### src/hdl/ptsa_pkg.sv
`default_nettype none

package ptsa_pkg;

	localparam int DEFAULT_TABLE_DEPTH = 8;

	localparam int LEVEL_W = 3;
	localparam int TP_W    = 16;
	localparam int TAG_W   = 8;

	typedef enum logic {
		OP_ACQUIRE = 1'b0,
		OP_RELEASE = 1'b1
	} op_t;

	typedef enum logic [2:0] {
		KIND_GRANTED   = 3'd0,
		KIND_REFUSED   = 3'd1,
		KIND_EVICTED   = 3'd2,
		KIND_RELEASED  = 3'd3,
		KIND_NOT_FOUND = 3'd4,
		KIND_FULL      = 3'd5
	} kind_t;

	typedef enum logic [2:0] {
		ST_IDLE,
		ST_SCAN,
		ST_CHECK,
		ST_PACK,
		ST_DONE
	} state_t;

	typedef struct packed {
		op_t                op;
		logic [LEVEL_W-1:0] level;
		logic [TP_W-1:0]    transponder;
		logic [TAG_W-1:0]   release_tag;
		logic               notify;
	} req_t;

	typedef struct packed {
		kind_t            kind;
		logic [TAG_W-1:0] tag;
		logic             switch_needed;
		logic             now_empty;
		logic             owner_notice;
		logic             last;
	} res_t;

	typedef struct packed {
		logic [LEVEL_W-1:0] level;
		logic [TP_W-1:0]    transponder;
		logic [TAG_W-1:0]   tag;
	} entry_t;

	typedef struct packed {
		logic   en;
		entry_t data;
	} mem_wr_t;

endpackage

`default_nettype wire

### src/hdl/ptsa_store.sv
`default_nettype none

// Subscription table storage: one write port, one read port, registered read data.
module ptsa_store import ptsa_pkg::*; #(
	parameter int TABLE_DEPTH = DEFAULT_TABLE_DEPTH,
	localparam int IDX_W = (TABLE_DEPTH > 1) ? $clog2(TABLE_DEPTH) : 1
) (
	input  wire logic             clk,
	input  wire mem_wr_t          wr,
	input  wire logic [IDX_W-1:0] wr_addr,
	input  wire logic             rd_en,
	input  wire logic [IDX_W-1:0] rd_addr,
	output entry_t                rd_data
);

	entry_t mem_q [TABLE_DEPTH];

	always_ff @(posedge clk) begin
		if (wr.en) begin
			mem_q[wr_addr] <= wr.data;
		end
	end

	always_ff @(posedge clk) begin
		if (rd_en) begin
			rd_data <= mem_q[rd_addr];
		end
	end

endmodule

`default_nettype wire

### src/hdl/preemptive_tuner_share_arbiter.sv
`default_nettype none

// Channel   | Signals                    | Transfer
// ----------+----------------------------+-------------------------------------------
// request   | start, busy, req           | at a rising edge with start high, busy low
// result    | result_strobe, result      | every cycle result_strobe is high
// config    | cfg_we, cfg_wdata          | at a rising edge with cfg_we high
//
// An acquire holds busy high while it works through the table. A scan pass over the
// table memory decides refusal, evictions and the full case, a decision state acts on
// that decision, a second pass reports evictions and compacts the survivors, one entry
// per cycle through the single read port, and a last state appends the new entry. A
// refused or full acquire ends after the decision state. A release makes one compacting
// pass and then takes the final state. Results leave through an output register in the
// cycle after they are formed, and the receiver cannot stall them. Reset clears the
// entry count, the tag counter and the live level; the table contents need no clearing
// since only entries below the count are ever read.
module preemptive_tuner_share_arbiter import ptsa_pkg::*; #(
	parameter int TABLE_DEPTH = DEFAULT_TABLE_DEPTH,
	localparam int IDX_W = (TABLE_DEPTH > 1) ? $clog2(TABLE_DEPTH) : 1,
	localparam int CNT_W = $clog2(TABLE_DEPTH + 1)
) (
	input  wire logic               clk,
	input  wire logic               arst_n,
	input  wire logic               start,
	output logic                    busy,
	input  wire req_t               req,
	output logic                    result_strobe,
	output res_t                    result,
	input  wire logic               cfg_we,
	input  wire logic [LEVEL_W-1:0] cfg_wdata
);

	state_t state_q, state_d;

	// Control state, cleared by reset.
	logic [CNT_W-1:0]   count_q;
	logic [TAG_W-1:0]   next_tag_q;
	logic [LEVEL_W-1:0] live_q;
	logic               rvalid_s1;
	logic               res_vld_q;

	// Per-request working registers; all but ridx_s1 and res_q are initialized when a request transfer happens.
	req_t               req_q;
	logic [CNT_W-1:0]   rd_q;
	logic [IDX_W-1:0]   ridx_s1;
	logic               refuse_q;
	logic               stop_q;
	logic               sw_q;
	logic [TABLE_DEPTH-1:0] mark_q;
	logic [CNT_W-1:0]   nmark_q;
	logic [CNT_W-1:0]   keep_q;
	logic               found_q;
	res_t               res_q;

	logic             accept;
	logic             rd_en;
	logic [IDX_W-1:0] rd_addr;
	mem_wr_t          wr;
	logic [IDX_W-1:0] wr_addr;
	entry_t           rd_data;
	logic             live;
	logic             full;
	logic             rel_match;
	logic             keep_entry;
	logic             res_vld_d;
	res_t             res_d;

	ptsa_store #(
		.TABLE_DEPTH(TABLE_DEPTH)
	) u_store (
		.clk     (clk),
		.wr      (wr),
		.wr_addr (wr_addr),
		.rd_en   (rd_en),
		.rd_addr (rd_addr),
		.rd_data (rd_data)
	);

	assign busy   = (state_q != ST_IDLE);
	assign accept = start && !busy;

	// A live request preempts entries on its own transponder as well.
	assign live = (req_q.level == live_q);

	// Table stays full after the marked entries leave: nothing may change.
	assign full = ((count_q - nmark_q) >= CNT_W'(TABLE_DEPTH));

	// During a release the first entry carrying the tag is the one dropped.
	assign rel_match  = !found_q && (rd_data.tag == req_q.release_tag);
	assign keep_entry = (req_q.op == OP_ACQUIRE) ? !mark_q[ridx_s1] : !rel_match;

	// Both passes stream the table from index zero up to the entry count.
	assign rd_en   = ((state_q == ST_SCAN) || (state_q == ST_PACK)) && (rd_q < count_q);
	assign rd_addr = rd_q[IDX_W-1:0];

	always_comb begin
		state_d = state_q;
		case (state_q)
			ST_IDLE: begin
				if (accept) begin
					state_d = (req.op == OP_ACQUIRE) ? ST_SCAN : ST_PACK;
				end
			end
			ST_SCAN: begin
				if (!rd_en && !rvalid_s1) begin
					state_d = ST_CHECK;
				end
			end
			ST_CHECK: begin
				state_d = (refuse_q || full) ? ST_IDLE : ST_PACK;
			end
			ST_PACK: begin
				if (!rd_en && !rvalid_s1) begin
					state_d = ST_DONE;
				end
			end
			ST_DONE: begin
				state_d = ST_IDLE;
			end
			default: begin
				state_d = ST_IDLE;
			end
		endcase
	end

	always_comb begin
		wr        = '0;
		wr_addr   = keep_q[IDX_W-1:0];
		res_vld_d = 1'b0;
		res_d     = '0;
		case (state_q)
			ST_CHECK: begin
				// A more urgent holder wins over everything else.
				if (refuse_q) begin
					res_vld_d  = 1'b1;
					res_d.kind = KIND_REFUSED;
					res_d.last = 1'b1;
				end else if (full) begin
					res_vld_d  = 1'b1;
					res_d.kind = KIND_FULL;
					res_d.last = 1'b1;
				end
			end
			ST_PACK: begin
				if (rvalid_s1) begin
					// Survivors slide down to the next free slot, which is never ahead
					// of the entry being read, so no unread entry is overwritten.
					if (keep_entry) begin
						wr.en   = 1'b1;
						wr.data = rd_data;
					end else if (req_q.op == OP_ACQUIRE) begin
						res_vld_d          = 1'b1;
						res_d.kind         = KIND_EVICTED;
						res_d.tag          = rd_data.tag;
						res_d.owner_notice = 1'b1;
					end
				end
			end
			ST_DONE: begin
				res_vld_d  = 1'b1;
				res_d.last = 1'b1;
				if (req_q.op == OP_ACQUIRE) begin
					wr.en                = 1'b1;
					wr.data.level        = req_q.level;
					wr.data.transponder  = req_q.transponder;
					wr.data.tag          = next_tag_q;
					res_d.kind           = KIND_GRANTED;
					res_d.tag            = next_tag_q;
					res_d.switch_needed  = sw_q;
				end else begin
					// After the pass, the kept count is the new table size.
					res_d.tag       = req_q.release_tag;
					res_d.now_empty = (keep_q == '0);
					if (found_q) begin
						res_d.kind         = KIND_RELEASED;
						res_d.owner_notice = req_q.notify;
					end else begin
						res_d.kind = KIND_NOT_FOUND;
					end
				end
			end
			default: begin
			end
		endcase
	end

	always_ff @(posedge clk or negedge arst_n) begin
		if (!arst_n) begin
			state_q    <= ST_IDLE;
			count_q    <= '0;
			next_tag_q <= '0;
			live_q     <= '0;
			rvalid_s1  <= 1'b0;
			res_vld_q  <= 1'b0;
		end else begin
			state_q   <= state_d;
			rvalid_s1 <= rd_en;
			res_vld_q <= res_vld_d;
			if (cfg_we) begin
				live_q <= cfg_wdata;
			end
			if (state_q == ST_DONE) begin
				if (req_q.op == OP_ACQUIRE) begin
					count_q    <= keep_q + CNT_W'(1);
					next_tag_q <= next_tag_q + TAG_W'(1);
				end else begin
					count_q <= keep_q;
				end
			end
		end
	end

	always_ff @(posedge clk) begin
		ridx_s1 <= rd_addr;
		res_q   <= res_d;
		if (accept) begin
			req_q    <= req;
			rd_q     <= '0;
			refuse_q <= 1'b0;
			stop_q   <= 1'b0;
			sw_q     <= 1'b1;
			mark_q   <= '0;
			nmark_q  <= '0;
			keep_q   <= '0;
			found_q  <= 1'b0;
		end else begin
			if (state_q == ST_CHECK) begin
				rd_q <= '0;
			end else if (rd_en) begin
				rd_q <= rd_q + CNT_W'(1);
			end
			if (rvalid_s1 && (state_q == ST_SCAN)) begin
				if (rd_data.level < req_q.level) begin
					refuse_q <= 1'b1;
				end
				// The first same-transponder holder ends the eviction search,
				// unless the request is live.
				if (!stop_q) begin
					if ((rd_data.transponder != req_q.transponder) || live) begin
						if (rd_data.level > req_q.level) begin
							mark_q[ridx_s1] <= 1'b1;
							nmark_q         <= nmark_q + CNT_W'(1);
						end
					end else begin
						stop_q <= 1'b1;
						sw_q   <= 1'b0;
					end
				end
			end
			if (rvalid_s1 && (state_q == ST_PACK)) begin
				if (keep_entry) begin
					keep_q <= keep_q + CNT_W'(1);
				end
				if ((req_q.op == OP_RELEASE) && rel_match) begin
					found_q <= 1'b1;
				end
			end
		end
	end

	assign result_strobe = res_vld_q;
	assign result        = res_q;

	// The table never holds more entries than it has slots.
	a_count_bound: assert property (@(posedge clk) disable iff (!arst_n)
		count_q <= CNT_W'(TABLE_DEPTH))
		else $error("entry count exceeds table depth");

	// Compaction never writes the slot that is being read in the same cycle.
	a_no_rw_collision: assert property (@(posedge clk) disable iff (!arst_n)
		(wr.en && rd_en) |-> (wr_addr != rd_addr))
		else $error("table read and write hit the same slot");

	// Evictions can only come from entries that are in the table.
	a_marks_bound: assert property (@(posedge clk) disable iff (!arst_n)
		(state_q == ST_CHECK) |-> (nmark_q <= count_q))
		else $error("more evictions than entries");

	// The final result of a request goes out once the controller is idle again.
	a_last_idle: assert property (@(posedge clk) disable iff (!arst_n)
		(result_strobe && result.last) |-> !busy)
		else $error("final result while still busy");

	// A request transfer always starts work.
	a_accept_busy: assert property (@(posedge clk) disable iff (!arst_n)
		accept |=> busy)
		else $error("request taken but controller stayed idle");

endmodule

`default_nettype wire

### config.mk
export PLATFORM = sky130hd
export DESIGN_NAME = preemptive_tuner_share_arbiter
export DESIGN_NICKNAME = d
export VERILOG_FILES = /design/src/hdl/ptsa_pkg.sv /design/src/hdl/ptsa_store.sv /design/src/hdl/preemptive_tuner_share_arbiter.sv
export SDC_FILE = /design/constraint.sdc
export NUM_CORES = 1
export LEC_CHECK = 0
export BUFFER_PORTS_ARGS = -buffer_cell sky130_fd_sc_hd__buf_2
export CAP_MARGIN = 10
export CELL_PAD_IN_SITES_DETAIL_PLACEMENT = 1
export CELL_PAD_IN_SITES_GLOBAL_PLACEMENT = 2
export CORE_UTILIZATION = 49
export CTS_BUF_LIST = sky130_fd_sc_hd__clkbuf_8
export DETAILED_ROUTE_END_ITERATION = 10
export GPL_TIMING_DRIVEN = 0
export HOLD_SLACK_MARGIN = 0.06
export PLACE_DENSITY = 0.78
export SLEW_MARGIN = 20
export SYNTH_ARGS = -nofsm -noshare
export SYNTH_HDL_FRONTEND = slang
export SYNTH_HIERARCHICAL = 1
export SYNTH_SLANG_ARGS = --single-unit
### constraint.sdc
create_clock -name clk -period 5.46 [get_ports clk]
set_input_delay 0.273 -clock clk [delete_from_list [all_inputs] [get_ports clk]]
set_output_delay 0.273 -clock clk [all_outputs]
set_load 0.02 [all_outputs]
==> results of run 1 <==
## state kept, by name (all words and copies together) (netlist names)
register         cells
found_q              1
u_store/rd_data     27
next_tag_q           8
rd_q                 4
stop_q               1
refuse_q             1
sw_q                 1
req_q               29
count_q              4
rvalid_s1            1
mark_q               8
live_q               3
nmark_q              4
ridx_s1              3
u_store/mem_q      216
state_q              3
result_strobe        1
keep_q               4
result              15
## Yosys cell counts (all sizes together), types with 6 or more instances
cell	n
mux2	32
o21ai	13
nand2	32
nor3	9
nand2b	8
a22o	27
a21oi	6
buf	21
inv	18
edfxtp	272
ha	14
dfxtp	42
xnor2	19
dfrtp	20
xor2	22
mux2i	17
clkbuf	8
nor2	36
nand4	7
nand3	10
mux4	54
## power by group
| group | switching (µW) | internal (µW) | leakage, µW |
|---|---|---|---|
| Sequential | 221 | 3130 | 0.00319 |
| Combinational | 815 | 675 | 0.00209 |
| Clock | 977 | 990 | 0.000589 |
## per-stage QoR
stage | worst slack [ns] | util (%) | total power [µW] | setup TNS [ns]
after global routing | 1.53 | 58.5 | 7110 | 0
after floorplan | 1.59 | - | 4350 | 0
after CTS | 1.77 | 58.5 | 6870 | 0
final | 1.77 | 58.5 | 6810 | 0
after detailed placement | 1.75 | 53.6 | 4870 | 0
after global placement | -0.939 | 52.5 | 4750 | -50.40
## path summary, 6_finish.rpt
path                            startpoint             endpoint  slack, ns  depth (start not counted)
worst max-delay path            state_q[1]  u_store/mem_q[0][5]       1.77                         10
worst min-delay path                 start                 sw_q       0.20                          3
worst max register to register  state_q[1]  u_store/mem_q[0][5]       1.77                         10
worst min register to register     rd_q[2]           ridx_s1[2]       0.44                          0
max in group asynchronous           arst_n        next_tag_q[3]       4.88                          2
min in group asynchronous           arst_n        next_tag_q[4]       0.21                          2
## cells by family after synthesis
family	share of synthesized area [%]
AO/OA/AOI/OAI	4.48
flip-flops	70.7
multiplexers	14.5
adder cells (fa/ha/maj)	1.30
AND/OR/NAND/NOR	4.43
XOR/XNOR	2.67
buffers and inverters	1.91
## timing repair
| action | CTS | global route |
|---|---|---|
| setup endpoints to repair | 0 | 0 |
| hold buffers | 36 | 0 |
| endpoints found under the hold margin | 52 | 0 |
| buffers inserted | 0 | 0 |
## cell type report
type | instances | share of cell area, %
Tap cell | 341 | 2.70
Buffer | 29 | 1.18
Timing Repair Buffer | 106 | 5.50
Inverter | 19 | 0.452
Clock buffer | 55 | 4.80
Multi-Input combinational cell | 354 | 23.7
Clock inverter | 42 | 1.38
Sequential cell | 334 | 60.3
## worst max-delay path: stages, from the launching register on
cell and delay, ns:
dfrtp_1 0.35, clkbuf_1 0.20, nor2_1 0.20, nand2_1 0.19, nor2_2 0.30, clkbuf_1 0.65, or2_2 0.25, nand2b_1 0.23
nor3_2 0.62, buf_6 0.23, buf_4 0.17
## metal layers
metal  routed length, µm  vias to the layer above  track usage, %
met5                   0                        -               0
met4                 594                        0            6.98
met3                1160                       49            3.59
met2               15600                      174            39.4
met1               13400                     3767            29.2
li1                    -                     3272               -
==> metrics.csv, run 1 <==
stage;metric;value;unit
global_routing;number of global-route vias before repair;7922;
yosys;share of the synthesized area in the top cell type;60.7;%
sta;final hold vios;0;
global_routing;global-route usage over all layers;22.6;%
setup_path;worst-path fanout max;10;
drt;vias;7262;
drt;final WL;30800;µm
cts;number of CTS-inserted buffers;54;
setup_path;WP data arrival;3.99;ns
power_and_ir_drop;VDD IR max;0.281;mV
yosys;Post-Syn Area;13500;µm²
global_routing;antenna violations before repair;0;
drt;# DRC;0;
sta;fin crit period;3.69;ns
yosys;leading area contributor after synthesis;edfxtp_1;
die;Core Region;27000;µm²
power_and_ir_drop;static leakage;0.00587;µW
drt;Via-to-Cell Ratio;5.67;
final_layout;share of post-route cells with drive strength above 1;22.5;%
final_layout;Ant. Diodes;0;
final_layout;fin nets;948;
cts;clk slew on worst S/H paths;0.06;ns
cts;CTS tree;yes;
drt;Avg WL per Cell;24.1;µm
yosys;EDFF count, synth;272;
die;I/O pin cnt;53;
place;Post-Place Cells;1147;
run;MaxCap Viol Count;0;
sta;highest clock rate;0.271;GHz
sta;final setup violation count;0;
setup_path;Crit Path Category;flip-flop to flip-flop;
drt;drt first pass iters;8;
final_layout;Layout area overhead;17.3;%
cts;clk sinks;334;
yosys;Synth Warn #;6;
place;placed cell areas;14400;µm²
yosys;cells after synthesis;736;
sta;unrepaired setup endpoints after global routing;no;
global_routing;largest net degree at the start of global routing;28;
yosys;ys async rst share;5.99;%
drt;DR iter-0 viols;464;
yosys;Seq/Total Area, Yosys;70.7;%
yosys;Mapped Nets;786;
die;site row count;60;
sta;Clock Skew;0.0323;ns
sta;Max transition margin;46.2;%
place;post-DP HPWL;20000;µm
die;Die Y;168;µm
cts;post-CTS resize count;0;
sta;WHS;0.198;ns
cts;CTS Root Cell;clkbuf_8;
cts;clock latency on the worst-skew pair;0.60;ns
sta;Tightest Pin Transition;0.807;ns
sta;fin. max-slew vios;0;
power_and_ir_drop;pwr/cell area;431;nW/µm²
final_layout;Finished Layout Cells;1280;
setup_path;Required @ worst endpoint;5.76;ns
final_layout;multi-input logic area;3740;µm²
final_layout;filler instances;2400;
place;port bufs;52;
setup_path;Startpoint Class;flip-flop;
yosys;Synth Area per Inst;18.3;µm²
drt;Antenna Nets Post-Route;0;
place;Routability Congestion;0.783;
yosys;post-synth cell types;61;
global_routing;global-route wire length before repair;47000;µm
status;status;finished, final reports clean;
cts;H-tree depth;2;
global_routing;global route overflow;0;
yosys;Synth Flop Type;edfxtp_1;
final_layout;commonest non-fill, non-tap cells in the layout;edfxtp_1 (272), buf_2 (58), clkbuf_8 (55);
sta;final period utilization;67.6;%
yosys;flops & latches, synth;334;
die;Die ar.;28100;µm²
final_layout;fin area;15800;µm²
die;Die W;168;µm
cts;Clock Tree Buf Depth;3;
worst_hold_path;HP Class;primary input to flip-flop;
die;initial core utilization;49.9;%
final_layout;most common cell after layout, fill and taps aside;edfxtp_1;
setup_path;CP endpoint kind;flip-flop;
final_layout;register area;9510;µm²
yosys;Synth area leaders;edfxtp_1 (61%), mux4_1 (11%), dfxtp_1 (6.3%), dfrtp_1 (3.7%), mux2_2 (2.6%);
No activity file was read; power rests on OpenSTA's default activity.
==> inputs of run 2 (changes only) <==
- clock period: 5.46 -> 3.6 ns (I/O delays scaled with it)
==> metrics.csv, run 2 (synthesis results as in run 1) <==
stage;metric;value;unit;change
power_and_ir_drop;static leakage;0.00591;µW;+0.78%
place;post-DP HPWL;19800;µm;-1.1%
sta;final hold vios;0;;unchanged
run;MaxCap Viol Count;0;;unchanged
final_layout;Layout area overhead;18.5;%;
setup_path;worst-path fanout max;10;;unchanged
setup_path;Required @ worst endpoint;3.88;ns;-1.88 ns
sta;Max transition margin;44.2;%;-2.0 points
drt;drt first pass iters;4;;-4
drt;Antenna Nets Post-Route;0;;unchanged
power_and_ir_drop;Design Power;10500;µW;+54%
sta;highest clock rate;0.308;GHz;+14%
setup_path;CP endpoint kind;flip-flop;;
cts;clock latency on the worst-skew pair;0.59;ns;about the same
drt;DR iter-0 viols;426;;-8.2%
setup_path;crit-path cells;clkbuf_1 -> nor2_1 -> nand2_1 -> nor2_2 -> clkbuf_2 -> or2_2 -> nand2b_1 -> nor3_4 -> buf_8;;
setup_path;Crit Path Category;flip-flop to flip-flop;;
sta;final setup violation count;0;;unchanged
sta;WHS;0.127;ns;-0.0707 ns
cts;clk sinks;334;;unchanged
setup_path;RR Startpoint;state_q[1];;
setup_path;WP data arrival;3.53;ns;-0.46 ns
power_and_ir_drop;pwr/cell area;657;nW/µm²;+52%
cts;CTS Root Cell;clkbuf_8;;
final_layout;multi-input logic area;3750;µm²;+0.33%
drt;Via-to-Cell Ratio;5.65;;-0.46%
global_routing;global route overflow;0;;unchanged
final_layout;most flop-heavy register;u_store/mem_q;;
status;status;finished, final reports clean;;
power_and_ir_drop;VDD IR max;0.467;mV;+67%
drt;# DRC;0;;unchanged
final_layout;fin nets;948;;unchanged
setup_path;number of cells on the critical path;9;;-1
sta;final period utilization;90.3;%;+23 points
cts;number of CTS-inserted buffers;54;;unchanged
final_layout;most common cell after layout, fill and taps aside;edfxtp_1;;
die;Core Region;27000;µm²;unchanged
sta;Tightest Pin Transition;0.836;ns;+0.0294 ns
global_routing;global-route usage over all layers;22.6;%;-0.031 points
sta;fin crit period;3.25;ns;-0.443 ns
drt;final WL;31000;µm;+0.44%
final_layout;filler instances;2396;;-0.17%
setup_path;critical path's slowest cell;nor3_4;;
setup_path;Crit path max-delay family;simple AND/OR/NAND/NOR gates;;
worst_hold_path;HP Class;primary input to async pin;;
cts;CTS tree;yes;;
final_layout;commonest non-fill, non-tap cells in the layout;edfxtp_1 (272), clkbuf_8 (60), buf_2 (58);;
global_routing;number of global-route vias before repair;7795;;-1.6%
place;port bufs;52;;unchanged
setup_path;Crit. Startpoint;state_q[1];;
setup_path;Crit path largest cell delay;0.57;ns;-0.08 ns
die;initial core utilization;49.9;%;unchanged
die;I/O pin cnt;53;;unchanged
global_routing;global-route wire length before repair;46700;µm;-0.76%
global_routing;antenna violations before repair;0;;unchanged
place;Post-Place Cells;1143;;-0.35%
setup_path;WP buf/inv;3;;-1
die;Die ar.;28100;µm²;unchanged
final_layout;Largest register FFs;216;;unchanged
die;Die Y;168;µm;unchanged
drt;Avg WL per Cell;24.1;µm;about the same
drt;vias;7257;;-0.069%
sta;Setup TNS;0;ns;unchanged
sta;final worst setup slack;0.350;ns;-1.42 ns
setup_path;R2R cell count;9;;-1
sta;fin. max-slew vios;0;;unchanged
place;Routability Congestion;0.789;;+0.70%
sta;unrepaired setup endpoints after global routing;no;;
final_layout;register area;9510;µm²;unchanged
final_layout;share of post-route cells with drive strength above 1;22.8;%;+0.30 points
die;Die W;168;µm;unchanged
sta;Clock Skew;0.0307;ns;-0.00153 ns
global_routing;largest net degree at the start of global routing;28;;unchanged
final_layout;Finished Layout Cells;1285;;+0.39%
cts;clk slew on worst S/H paths;0.07;ns;about the same
cts;Clock Tree Buf Depth;3;;unchanged
place;pre-CTS WS;-0.0373;ns;-1.79 ns
setup_path;Startpoint Class;flip-flop;;
final_layout;largest registers;u_store/mem_q (216), req_q (29), u_store/rd_data (27);;
cts;H-tree depth;2;;unchanged
die;site row count;60;;unchanged
final_layout;Ant. Diodes;0;;unchanged
==> run 2: path summary, 6_finish.rpt <==
path | to | slack (ns)
max | u_store/mem_q[0][1] | 0.35
min | state_q[2] | 0.13
max reg2reg | u_store/mem_q[0][1] | 0.35
min reg2reg | ridx_s1[2] | 0.44
max in group asynchronous | state_q[1] | 3.09
min in group clk | sw_q | 0.14
==> run 2: metrics by stage <==
stage,utilization [%],area [µm²]
finish,59.2,15900
global placement,52.5,14100
CTS,59.0,15900
floorplan,-,13500
detailed placement,53.8,14500
global route,59.2,15900
==> run 2: timing repair <==
item | CTS | global route
resized for setup | 0 | 2
pin swaps | 1 | 2
endpoints found under the hold margin | 53 | 0
cloned | 0 | 0
hold buffers | 36 | 0
buffers inserted | 0 | 4
setup endpoints to repair | 10 | 138
==> run 2: routing by layer <==
| metal | up-vias | track usage, % | part of all wire (%) |
|---|---|---|---|
| met5 | - | 0 | 0 |
| met4 | 0 | 6.62 | 1.8 |
| met3 | 52 | 3.66 | 3.9 |
| met2 | 172 | 39.1 | 51 |
| met1 | 3742 | 29.5 | 44 |
| li1 | 3291 | - | - |
==> run 2: area by class of cell <==
| cell class | count | area share, % |
|---|---|---|
| Buffer | 29 | 1.18 |
| Clock buffer | 60 | 5.18 |
| Clock inverter | 42 | 1.35 |
| Inverter | 19 | 0.447 |
| Multi-Input combinational cell | 354 | 23.5 |
| Sequential cell | 334 | 59.6 |
| Tap cell | 341 | 2.68 |
| Timing Repair Buffer | 106 | 5.99 |
==> run 2: where the power goes <==
group | leakage, µW | internal [µW] | switching [µW]
logic | 0.00210 | 1030 | 1250
clock network | 0.000616 | 1620 | 1490
registers | 0.00319 | 4750 | 342
